===== src/hdl/pcm2f_pkg.sv =====
package pcm2f_pkg;

    localparam int MAX_FRAME_BYTES = 16;
    localparam int QUEUE_DEPTH     = 2;

    localparam logic [3:0] FMT_S8  = 4'd0;
    localparam logic [3:0] FMT_U8  = 4'd1;
    localparam logic [3:0] FMT_S16 = 4'd2;
    localparam logic [3:0] FMT_U16 = 4'd3;
    localparam logic [3:0] FMT_S24 = 4'd4;
    localparam logic [3:0] FMT_U24 = 4'd5;
    localparam logic [3:0] FMT_S32 = 4'd6;
    localparam logic [3:0] FMT_U32 = 4'd7;
    localparam logic [3:0] FMT_F32 = 4'd8;
    localparam logic [3:0] FMT_F64 = 4'd9;

    localparam logic [1:0] REG_SAMPLE_FORMAT = 2'd0;
    localparam logic [1:0] REG_BIG_ENDIAN    = 2'd1;
    localparam logic [1:0] REG_STEREO_LAYOUT = 2'd2;

    typedef struct packed {
        logic [8*MAX_FRAME_BYTES-1:0] bytes;
        logic [3:0]                   fmt;
        logic                         big_endian;
        logic                         stereo;
    } frame_t;

    typedef struct packed {
        logic        special;
        logic [31:0] special_val;
        logic        sign;
        logic [30:0] base;
        logic [23:0] keep;
        logic        guard;
        logic        sticky;
    } round_t;

    function automatic logic [3:0] sample_size(input logic [3:0] fmt);
        logic [3:0] n;
        begin
            unique case (fmt) inside
                FMT_S8, FMT_U8:                   n = 4'd1;
                FMT_S16, FMT_U16:                 n = 4'd2;
                FMT_S24, FMT_U24:                 n = 4'd3;
                FMT_S32, FMT_U32, FMT_F32:        n = 4'd4;
                FMT_F64:                          n = 4'd8;
                default:                          n = 4'd1;
            endcase
            return n;
        end
    endfunction

    function automatic logic [8:0] scale_shift(input logic [3:0] fmt);
        logic [8:0] k;
        begin
            unique case (fmt) inside
                FMT_S8, FMT_U8:   k = 9'd7;
                FMT_S16, FMT_U16: k = 9'd15;
                FMT_S24, FMT_U24: k = 9'd23;
                default:          k = 9'd31;
            endcase
            return k;
        end
    endfunction

endpackage


===== src/hdl/pcm2f_front.sv =====
module pcm2f_front
(
    input  logic                 clk,
    input  logic                 rst_n,
    input  logic                 cfg_we,
    input  logic [1:0]           cfg_index,
    input  logic [3:0]           cfg_data,
    input  logic                 in_valid,
    output logic                 in_stall,
    input  logic [7:0]           data_byte,
    input  logic                 end_of_buffer,
    input  logic                 full,
    output logic                 push,
    output pcm2f_pkg::frame_t    push_frame
);

    logic [3:0] fmt_reg;
    logic       be_reg;
    logic       stereo_reg;
    logic [3:0] pos_reg;
    logic [3:0] pos_next;
    logic [7:0] bytes_reg [pcm2f_pkg::MAX_FRAME_BYTES];

    logic       accept;
    logic [3:0] ss;
    logic [4:0] fs;
    logic [3:0] pos_inc;
    logic       complete;
    logic       cfg_hit;

    assign in_stall = full;
    assign accept   = in_valid && !full;
    assign ss       = pcm2f_pkg::sample_size(fmt_reg);
    assign fs       = stereo_reg ? {ss, 1'b0} : {1'b0, ss};
    assign pos_inc  = pos_reg + 4'd1;
    // A sixteen-byte frame wraps the position back to zero.
    assign complete = (pos_inc == fs[3:0]);
    assign push     = accept && complete;

    always_comb
    begin
        for (int i = 0; i < pcm2f_pkg::MAX_FRAME_BYTES; i++)
        begin
            push_frame.bytes[8*i +: 8] = (4'(i) == pos_reg) ? data_byte : bytes_reg[i];
        end
        push_frame.fmt        = fmt_reg;
        push_frame.big_endian = be_reg;
        push_frame.stereo     = stereo_reg;
    end

    // Of the configuration writes, only one to an existing register discards the partial frame.
    always_comb
    begin
        unique case (cfg_index) inside
            pcm2f_pkg::REG_SAMPLE_FORMAT,
            pcm2f_pkg::REG_BIG_ENDIAN,
            pcm2f_pkg::REG_STEREO_LAYOUT: cfg_hit = cfg_we;
            default:                      cfg_hit = 1'b0;
        endcase
    end

    always_comb
    begin
        pos_next = pos_reg;
        if (cfg_hit)
        begin
            pos_next = 4'd0;
        end
        else if (accept)
        begin
            pos_next = (complete || end_of_buffer) ? 4'd0 : pos_inc;
        end
    end

    always_ff @(posedge clk or negedge rst_n)
    begin
        if (!rst_n)
        begin
            fmt_reg    <= pcm2f_pkg::FMT_S16;
            be_reg     <= 1'b0;
            stereo_reg <= 1'b0;
            pos_reg    <= 4'd0;
        end
        else
        begin
            pos_reg <= pos_next;
            if (cfg_we)
            begin
                unique case (cfg_index)
                    pcm2f_pkg::REG_SAMPLE_FORMAT: fmt_reg    <= cfg_data;
                    pcm2f_pkg::REG_BIG_ENDIAN:    be_reg     <= cfg_data[0];
                    pcm2f_pkg::REG_STEREO_LAYOUT: stereo_reg <= cfg_data[0];
                    default:                      ;
                endcase
            end
        end
    end

    always_ff @(posedge clk)
    begin
        if (accept)
        begin
            bytes_reg[pos_reg] <= data_byte;
        end
    end

endmodule


===== src/hdl/pcm2f_queue.sv =====
module pcm2f_queue
#(
    parameter int DEPTH = pcm2f_pkg::QUEUE_DEPTH
)
(
    input  logic              clk,
    input  logic              rst_n,
    input  logic              push,
    input  pcm2f_pkg::frame_t push_frame,
    input  logic              pop,
    output logic              full,
    output logic              not_empty,
    output pcm2f_pkg::frame_t head
);

    localparam int PW = (DEPTH > 1) ? $clog2(DEPTH) : 1;
    localparam int CW = $clog2(DEPTH + 1);

    pcm2f_pkg::frame_t mem_reg [DEPTH];
    logic [PW-1:0] wr_ptr_reg;
    logic [PW-1:0] rd_ptr_reg;
    logic [CW-1:0] count_reg;
    logic [CW-1:0] count_next;

    assign full      = (count_reg == CW'(DEPTH));
    assign not_empty = (count_reg != '0);
    assign head      = mem_reg[rd_ptr_reg];

    always_comb
    begin
        count_next = count_reg;
        if (push && !pop)
        begin
            count_next = count_reg + CW'(1);
        end
        else if (pop && !push)
        begin
            count_next = count_reg - CW'(1);
        end
    end

    always_ff @(posedge clk or negedge rst_n)
    begin
        if (!rst_n)
        begin
            wr_ptr_reg <= '0;
            rd_ptr_reg <= '0;
            count_reg  <= '0;
        end
        else
        begin
            count_reg <= count_next;
            if (push)
            begin
                wr_ptr_reg <= (wr_ptr_reg == PW'(DEPTH - 1)) ? '0 : wr_ptr_reg + PW'(1);
            end
            if (pop)
            begin
                rd_ptr_reg <= (rd_ptr_reg == PW'(DEPTH - 1)) ? '0 : rd_ptr_reg + PW'(1);
            end
        end
    end

    always_ff @(posedge clk)
    begin
        if (push)
        begin
            mem_reg[wr_ptr_reg] <= push_frame;
        end
    end

    a_no_overflow: assert property (@(posedge clk) disable iff (!rst_n)
        push |-> !full || pop)
        else $error("frame pushed into a full queue");

    a_no_underflow: assert property (@(posedge clk) disable iff (!rst_n)
        pop |-> not_empty)
        else $error("frame popped from an empty queue");

    a_count_track: assert property (@(posedge clk) disable iff (!rst_n)
        ##1 count_reg == $past(count_next))
        else $error("queue occupancy lost track");

endmodule


===== src/hdl/pcm2f_back.sv =====
module pcm2f_back
(
    input  logic              clk,
    input  logic              rst_n,
    input  logic              q_valid,
    input  pcm2f_pkg::frame_t head,
    output logic              pop,
    output logic              out_valid,
    input  logic              out_stall,
    output logic [31:0]       sample_bits,
    output logic              channel,
    output logic              last_of_frame
);

    logic adv;
    logic take;
    logic idx_reg;

    // Stage 0: byte gathering
    logic [3:0]  n0;
    logic [3:0]  base0;
    logic [63:0] u0_next;
    logic        v0_reg;
    logic [63:0] u0_reg;
    logic [3:0]  fmt0_reg;
    logic        chan0_reg;
    logic        last0_reg;

    // Stage 1: integer value formation
    logic [32:0] d1_next;
    logic        v1_reg;
    logic [32:0] d1_reg;
    logic [63:0] u1_reg;
    logic [3:0]  fmt1_reg;
    logic        chan1_reg;
    logic        last1_reg;

    // Stage 2: normalisation
    pcm2f_pkg::round_t r2_next;
    pcm2f_pkg::round_t r2_reg;
    logic        v2_reg;
    logic        chan2_reg;
    logic        last2_reg;

    logic [31:0] bits3;
    logic        out_valid_reg;
    logic [31:0] sample_bits_reg;
    logic        channel_reg;
    logic        last_reg;

    assign adv  = !out_valid_reg || !out_stall;
    assign take = adv && q_valid;
    assign pop  = take && (idx_reg == head.stereo);

    assign out_valid     = out_valid_reg;
    assign sample_bits   = sample_bits_reg;
    assign channel       = channel_reg;
    assign last_of_frame = last_reg;

    always_comb
    begin
        logic [3:0] lidx;
        n0      = pcm2f_pkg::sample_size(head.fmt);
        base0   = idx_reg ? n0 : 4'd0;
        u0_next = '0;
        for (int j = 0; j < 8; j++)
        begin
            lidx = head.big_endian ? (base0 + n0 - 4'd1 - 4'(j)) : (base0 + 4'(j));
            if (4'(j) < n0)
            begin
                u0_next[8*j +: 8] = head.bytes[8*lidx +: 8];
            end
        end
    end

    // Unsigned 32-bit samples are first rounded to single precision, then the
    // midpoint is taken away; both steps round exactly as the float path would.
    always_comb
    begin
        logic [4:0]  p;
        logic [3:0]  sh;
        logic [23:0] kp;
        logic        g;
        logic        st;
        logic [24:0] kr;
        logic [32:0] r;
        p  = 5'd24;
        for (int i = 24; i < 32; i++)
        begin
            if (u0_reg[i])
            begin
                p = 5'(i);
            end
        end
        sh = 4'(p - 5'd23);
        kp = 24'(u0_reg[31:0] >> sh);
        g  = u0_reg[sh - 4'd1];
        st = |(u0_reg[31:0] & 32'((33'd1 << (sh - 4'd1)) - 33'd1));
        kr = {1'b0, kp} + 25'(g && (st || kp[0]));
        r  = (u0_reg[31:24] == 8'd0) ? {1'b0, u0_reg[31:0]} : (33'(kr) << sh);

        case (fmt0_reg)
            pcm2f_pkg::FMT_S8:  d1_next = {{25{u0_reg[7]}}, u0_reg[7:0]};
            pcm2f_pkg::FMT_S16: d1_next = {{17{u0_reg[15]}}, u0_reg[15:0]};
            pcm2f_pkg::FMT_S24: d1_next = {{9{u0_reg[23]}}, u0_reg[23:0]};
            pcm2f_pkg::FMT_S32: d1_next = {u0_reg[31], u0_reg[31:0]};
            pcm2f_pkg::FMT_U8:  d1_next = {25'd0, u0_reg[7:0]} - 33'd128;
            pcm2f_pkg::FMT_U16: d1_next = {17'd0, u0_reg[15:0]} - 33'd32768;
            pcm2f_pkg::FMT_U24: d1_next = {9'd0, u0_reg[23:0]} - 33'd8388608;
            pcm2f_pkg::FMT_U32: d1_next = r - 33'h080000000;
            default:            d1_next = '0;
        endcase
    end

    always_comb
    begin
        logic        sgn;
        logic [31:0] mag;
        logic [4:0]  p;
        logic [31:0] norm;
        logic [8:0]  ex;
        logic [10:0] e;
        logic [10:0] ee;
        logic [51:0] m;
        logic [52:0] sig;
        logic [5:0]  sh;
        logic [116:0] t;
        sgn  = d1_reg[32];
        mag  = sgn ? 32'(-d1_reg) : d1_reg[31:0];
        p    = 5'd0;
        for (int i = 0; i < 32; i++)
        begin
            if (mag[i])
            begin
                p = 5'(i);
            end
        end
        norm = mag << (5'd31 - p);
        ex   = 9'(p) + 9'd127 - pcm2f_pkg::scale_shift(fmt1_reg);
        e    = u1_reg[62:52];
        m    = u1_reg[51:0];
        ee   = (e == 11'd0) ? 11'd1 : e;
        sig  = {(e != 11'd0), m};
        sh   = (ee >= 11'd897) ? 6'd29 : 6'(11'd926 - ee);
        t    = {sig, 64'd0} >> sh;

        r2_next             = '0;
        r2_next.special     = 1'b1;
        r2_next.special_val = 32'd0;
        case (fmt1_reg) inside
            pcm2f_pkg::FMT_S8, pcm2f_pkg::FMT_U8, pcm2f_pkg::FMT_S16, pcm2f_pkg::FMT_U16,
            pcm2f_pkg::FMT_S24, pcm2f_pkg::FMT_U24, pcm2f_pkg::FMT_S32, pcm2f_pkg::FMT_U32:
            begin
                if (mag != 32'd0)
                begin
                    r2_next.special = 1'b0;
                    r2_next.sign    = sgn;
                    r2_next.base    = {8'(ex - 9'd1), 23'd0};
                    r2_next.keep    = norm[31:8];
                    r2_next.guard   = norm[7];
                    r2_next.sticky  = |norm[6:0];
                end
            end
            pcm2f_pkg::FMT_F32:
            begin
                r2_next.special_val = u1_reg[31:0];
            end
            pcm2f_pkg::FMT_F64:
            begin
                if (e == 11'h7FF)
                begin
                    r2_next.special_val = (m == 52'd0) ? {u1_reg[63], 8'hFF, 23'd0}
                                                       : {u1_reg[63], 8'hFF, 1'b1, m[50:29]};
                end
                else if (ee >= 11'd1151)
                begin
                    r2_next.special_val = {u1_reg[63], 8'hFF, 23'd0};
                end
                else if (ee < 11'd866)
                begin
                    r2_next.special_val = {u1_reg[63], 31'd0};
                end
                else
                begin
                    r2_next.special = 1'b0;
                    r2_next.sign    = u1_reg[63];
                    r2_next.base    = (ee >= 11'd897) ? {8'(ee - 11'd897), 23'd0} : 31'd0;
                    r2_next.keep    = t[87:64];
                    r2_next.guard   = t[63];
                    r2_next.sticky  = |t[62:0];
                end
            end
            default:
            begin
                r2_next.special_val = 32'd0;
            end
        endcase
    end

    // The carry out of the mantissa rounds up into the exponent on its own.
    assign bits3 = r2_reg.special ? r2_reg.special_val
                 : {r2_reg.sign, r2_reg.base + {7'd0, r2_reg.keep}
                   + 31'(r2_reg.guard && (r2_reg.sticky || r2_reg.keep[0]))};

    always_ff @(posedge clk or negedge rst_n)
    begin
        if (!rst_n)
        begin
            idx_reg       <= 1'b0;
            v0_reg        <= 1'b0;
            v1_reg        <= 1'b0;
            v2_reg        <= 1'b0;
            out_valid_reg <= 1'b0;
        end
        else
        begin
            if (take)
            begin
                idx_reg <= pop ? 1'b0 : 1'b1;
            end
            if (adv)
            begin
                v0_reg        <= take;
                v1_reg        <= v0_reg;
                v2_reg        <= v1_reg;
                out_valid_reg <= v2_reg;
            end
        end
    end

    always_ff @(posedge clk)
    begin
        if (adv)
        begin
            u0_reg          <= u0_next;
            fmt0_reg        <= head.fmt;
            chan0_reg       <= idx_reg;
            last0_reg       <= (idx_reg == head.stereo);
            d1_reg          <= d1_next;
            u1_reg          <= u0_reg;
            fmt1_reg        <= fmt0_reg;
            chan1_reg       <= chan0_reg;
            last1_reg       <= last0_reg;
            r2_reg          <= r2_next;
            chan2_reg       <= chan1_reg;
            last2_reg       <= last1_reg;
            sample_bits_reg <= bits3;
            channel_reg     <= chan2_reg;
            last_reg        <= last2_reg;
        end
    end

endmodule


===== src/hdl/pcm_sample_to_float_converter.sv =====
// Channel   Handshake          Payload
// in        in_valid/in_stall  data_byte, end_of_buffer
// out       out_valid/out_stall sample_bits, channel, last_of_frame
// cfg       cfg_we             cfg_index, cfg_data
//
// One byte is taken per clock while the queue is not full; a stereo frame gives two
// samples in consecutive cycles unless the output stalls. A completed frame goes into
// the queue; each sample passes the back-end gather, value, normalise and round stages.
// Reset clears the frame position and loads the default format of signed 16-bit mono.
// The byte input stalls only while the frame queue is full; an output stall holds the
// back-end pipeline, and the queue absorbs frames meanwhile.
module pcm_sample_to_float_converter
#(
    parameter int QUEUE_DEPTH = pcm2f_pkg::QUEUE_DEPTH
)
(
    input  logic        clk,
    input  logic        rst_n,
    input  logic        cfg_we,
    input  logic [1:0]  cfg_index,
    input  logic [3:0]  cfg_data,
    input  logic        in_valid,
    output logic        in_stall,
    input  logic [7:0]  data_byte,
    input  logic        end_of_buffer,
    output logic        out_valid,
    input  logic        out_stall,
    output logic [31:0] sample_bits,
    output logic        channel,
    output logic        last_of_frame
);

    logic              push;
    logic              pop;
    logic              full;
    logic              not_empty;
    pcm2f_pkg::frame_t push_frame;
    pcm2f_pkg::frame_t head;

    pcm2f_front u_front
    (
        .clk           (clk),
        .rst_n         (rst_n),
        .cfg_we        (cfg_we),
        .cfg_index     (cfg_index),
        .cfg_data      (cfg_data),
        .in_valid      (in_valid),
        .in_stall      (in_stall),
        .data_byte     (data_byte),
        .end_of_buffer (end_of_buffer),
        .full          (full),
        .push          (push),
        .push_frame    (push_frame)
    );

    pcm2f_queue #(.DEPTH(QUEUE_DEPTH)) u_queue
    (
        .clk        (clk),
        .rst_n      (rst_n),
        .push       (push),
        .push_frame (push_frame),
        .pop        (pop),
        .full       (full),
        .not_empty  (not_empty),
        .head       (head)
    );

    pcm2f_back u_back
    (
        .clk           (clk),
        .rst_n         (rst_n),
        .q_valid       (not_empty),
        .head          (head),
        .pop           (pop),
        .out_valid     (out_valid),
        .out_stall     (out_stall),
        .sample_bits   (sample_bits),
        .channel       (channel),
        .last_of_frame (last_of_frame)
    );

endmodule

===== config.mk =====
export PLATFORM = sky130hd
export DESIGN_NAME = pcm_sample_to_float_converter
export DESIGN_NICKNAME = d
export VERILOG_FILES = /design/src/hdl/pcm2f_pkg.sv /design/src/hdl/pcm2f_front.sv /design/src/hdl/pcm2f_queue.sv /design/src/hdl/pcm2f_back.sv /design/src/hdl/pcm_sample_to_float_converter.sv
export SDC_FILE = /design/constraint.sdc
export NUM_CORES = 2
export LEC_CHECK = 0
export BUFFER_PORTS_ARGS = -buffer_cell sky130_fd_sc_hd__buf_2
export CORE_MARGIN = 2
export CORE_UTILIZATION = 59
export DETAILED_ROUTE_END_ITERATION = 6
export PLACE_DENSITY = 0.82
export SYNTH_ARGS = -nofsm -noshare
export SYNTH_HDL_FRONTEND = slang
export SYNTH_SLANG_ARGS = --single-unit

===== constraint.sdc =====
create_clock -name clk -period 9.7 [get_ports clk]
set_clock_uncertainty 0.15 [all_clocks]
set_input_delay 0.485 -clock clk [delete_from_list [all_inputs] [get_ports clk]]
set_output_delay 0.485 -clock clk [all_outputs]
set_load 0.02 [all_outputs]

==> impl_metrics.tcl <==
set metrics [dict create \
    status "finished clean" \
    cts_resized 0 \
    setup-tns-final_ns 0 \
    post-dp-hpwl_um 98900 \
    cts_sinks 692 \
    fp-row-count 100 \
    root_buffer "clkbuf_16" \
    r2r_cells 19 \
    drc 0 \
    cp_max_fo 46 \
    htree_levels 3 \
    critical_path_arrival_ns 8.45 \
    cts_tree "built" \
    synth_fp_nets 4006 \
    syn-instance-count 3943 \
    maxCapViolCount 0 \
    port_buffers 55 \
    hold_path_end "u_front.stereo_reg" \
    antenna_found_initial 2 \
    ios 56 \
    grt-ovfl-total 0 \
    reg2reg_from "u_back.u0_reg[30]" \
    via_count 34630 \
    synth_area_leaders "edfxtp_1, mux2i_1, mux4_2, mux2_2, nand2_1" \
    clk_latency_ns 0.66 \
    crit_path_end_kind "flip-flop" \
    final_hold_viol_count 0 \
    synthDistinctLibCells 119 \
    final-seq-area_mm2 0.0207 \
    ys.flop_type "edfxtp_1" \
    layout_common_cells "edfxtp_1, mux2i_1, nand2_1" \
    hp-start "cfg_we" \
    clk_pin_slew_ns 0.06 \
    grt_pass1_vias 32306 \
    hold_depth 3 \
    min_period_over_period 0.837 \
    cts_max_path_buffers 3 \
    coreArea_mm2 0.0747 \
    area_growth_syn_to_layout_pct 7.60 \
    fin_area_mm2 0.0480 \
    layout_min_cycle_time_ns 8.12 \
    critPathKind "flip-flop to flip-flop" \
    ff2ff_setup_slack_ns 1.58 \
    finalSetupViolCount 0 \
    synth_edf_count 673 \
    synth_area_mm2 0.0446 \
    largest_reg_flops 268 \
    drive_gt1_frac 0.166 \
    multi_input_area_mm2 0.0227 \
    finalMaxSlewViolations 0 \
    rsz0062_at_grt "no" \
    post-cts-setup-buffer-count 0 \
    routed_wl_um 138000 \
    async_reset_ff_frac 0.0275 \
    max_slew_margin 0.125 \
    synth_top_area_cell "edfxtp_1" \
    ys_warn_count 0 \
    rr_endpoint "u_back.d1_reg[21]" \
    gp_congestion 1.02 \
    fp.dieW_um 279 \
    tightest_slew_ns 1.28 \
    first_pass_iters 6 \
    final_common_cell "edfxtp_1" \
    synth_top_cell_area_share 0.453 \
    die_h_um 279 \
    fillers 5529 \
    final_net_count 3919 \
    ys_seq_elements 692 \
    die_area_mm2 0.0778 \
    synth_seq_area_share 0.464 \
    via_per_inst 7.09 \
    required_ns 10.02 \
    start_util 0.597 \
    fmax_mhz 123 \
    wire_per_inst_um 28.3 \
    syn_avg_cell_area_um2 11.3 \
    track_usage 0.351 \
    place_area_mm2 0.0455 \
    dr.first_iter.drc_count 4909 \
    grt_pass1_wl_um 207000 \
    grt_start_max_net_pins 129 \
    cts_buffers 72 \
    min_path_type "input pin to flip-flop" \
    postRouteAntennaNets 0 \
    start_kind "flip-flop" \
]
## metal layers
metal,vias to the layer above,GRT usage,wire length (um)
li1,15142,-,-
met1,16809,0.460,52600
met2,2218,0.558,64000
met3,457,0.0648,13100
met4,4,0.188,8750
met5,-,0,34
## repair_timing
item / in CTS / in global routing
endpoints found under the hold margin: 26 / 0
setup endpoints to repair: 0 / 0
hold buffers: 6 / 0
## critical path, stage by stage, from the launching register on
cell      delay, ns
edfxtp_1       0.74
nor2_1         0.62
o21ai_2        0.21
nand2_1        0.13
ha_1           0.76
clkinv_1       0.58
xnor2_2        0.29
buf_4          0.32
nand2_1        0.40
o21ai_0        0.15
nor3_1         0.41
o22ai_1        0.24
nor4_4         0.75
nand4_1        0.49
nor2_1         0.25
xor2_1         0.11
mux2_2         0.33
mux4_2         0.47
a221oi_1       0.38
a211o_1        0.17
## worst max path at each step
| stage | startpoint | to | slack [ns] | cells after the start |
|---|---|---|---|---|
| 2_1_floorplan | out_stall | u_queue.count_reg[1] | 1.01 | 7 |
| 3_3_place_gp | u_back.u0_reg[30] | u_back.d1_reg[21] | 1.92 | 19 |
| 3_5_place_dp | u_back.u0_reg[30] | u_back.d1_reg[32] | 1.84 | 20 |
| 4_1_cts | u_back.u0_reg[30] | u_back.d1_reg[32] | 1.82 | 20 |
| 5_1_grt | u_back.u0_reg[30] | u_back.d1_reg[21] | 0.96 | 19 |
| 6_report | u_back.u0_reg[30] | u_back.d1_reg[21] | 1.58 | 19 |
## cells by family after synthesis
logic type,after synthesis,share of synthesized area
muxes,755,0.214
and+or+nand+nor,1078,0.115
AOI/OAI and AO/OA,906,0.138
adders and majority gates,43,0.0124
buffers and inverters,343,0.0314
xor gates and xnor gates,126,0.0247
DFF,692,0.464
## cell usage after synthesis (35+ instances only)
| library cell | instances |
|---|---|
| edfxtp_1 | 673 |
| mux2i_1 | 420 |
| nand2_1 | 353 |
| nor2_1 | 278 |
| a21oi_1 | 199 |
| o21ai_0 | 193 |
| mux2_2 | 188 |
| clkbuf_1 | 183 |
| mux4_2 | 137 |
| nand3_1 | 103 |
| a211oi_1 | 79 |
| xor2_1 | 70 |
| nor3_1 | 69 |
| inv_1 | 61 |
| nor2b_1 | 58 |
| xnor2_1 | 56 |
| buf_1 | 45 |
| ha_1 | 41 |
| o211ai_1 | 39 |
| and3_1 | 35 |
## area by class of cell
cell class	count	area share
multi-input cells	2908	0.472
flip-flops and latches	692	0.431
clock buffers	86	0.0390
well taps	969	0.0253
repair buffers	112	0.0152
clock inverters	47	0.0115
inverters	70	0.00552
diodes	2	0.000104
## stage by stage
step                      setup slack [ns]  hold slack, ns   util  cells
final                                 1.58          0.0779  0.643   4886
after global routing                 0.957          0.0813  0.643   4884
after CTS                             1.82          0.0498  0.643   4884
after detailed placement              1.84           0.255  0.609   4745
after global placement                1.92           0.252  0.609   4745
after floorplan                       1.01          0.0394      -   3943
Power is not shown: default switching activity piles up to over one toggle a cycle in this logic, so the estimate is an artifact.
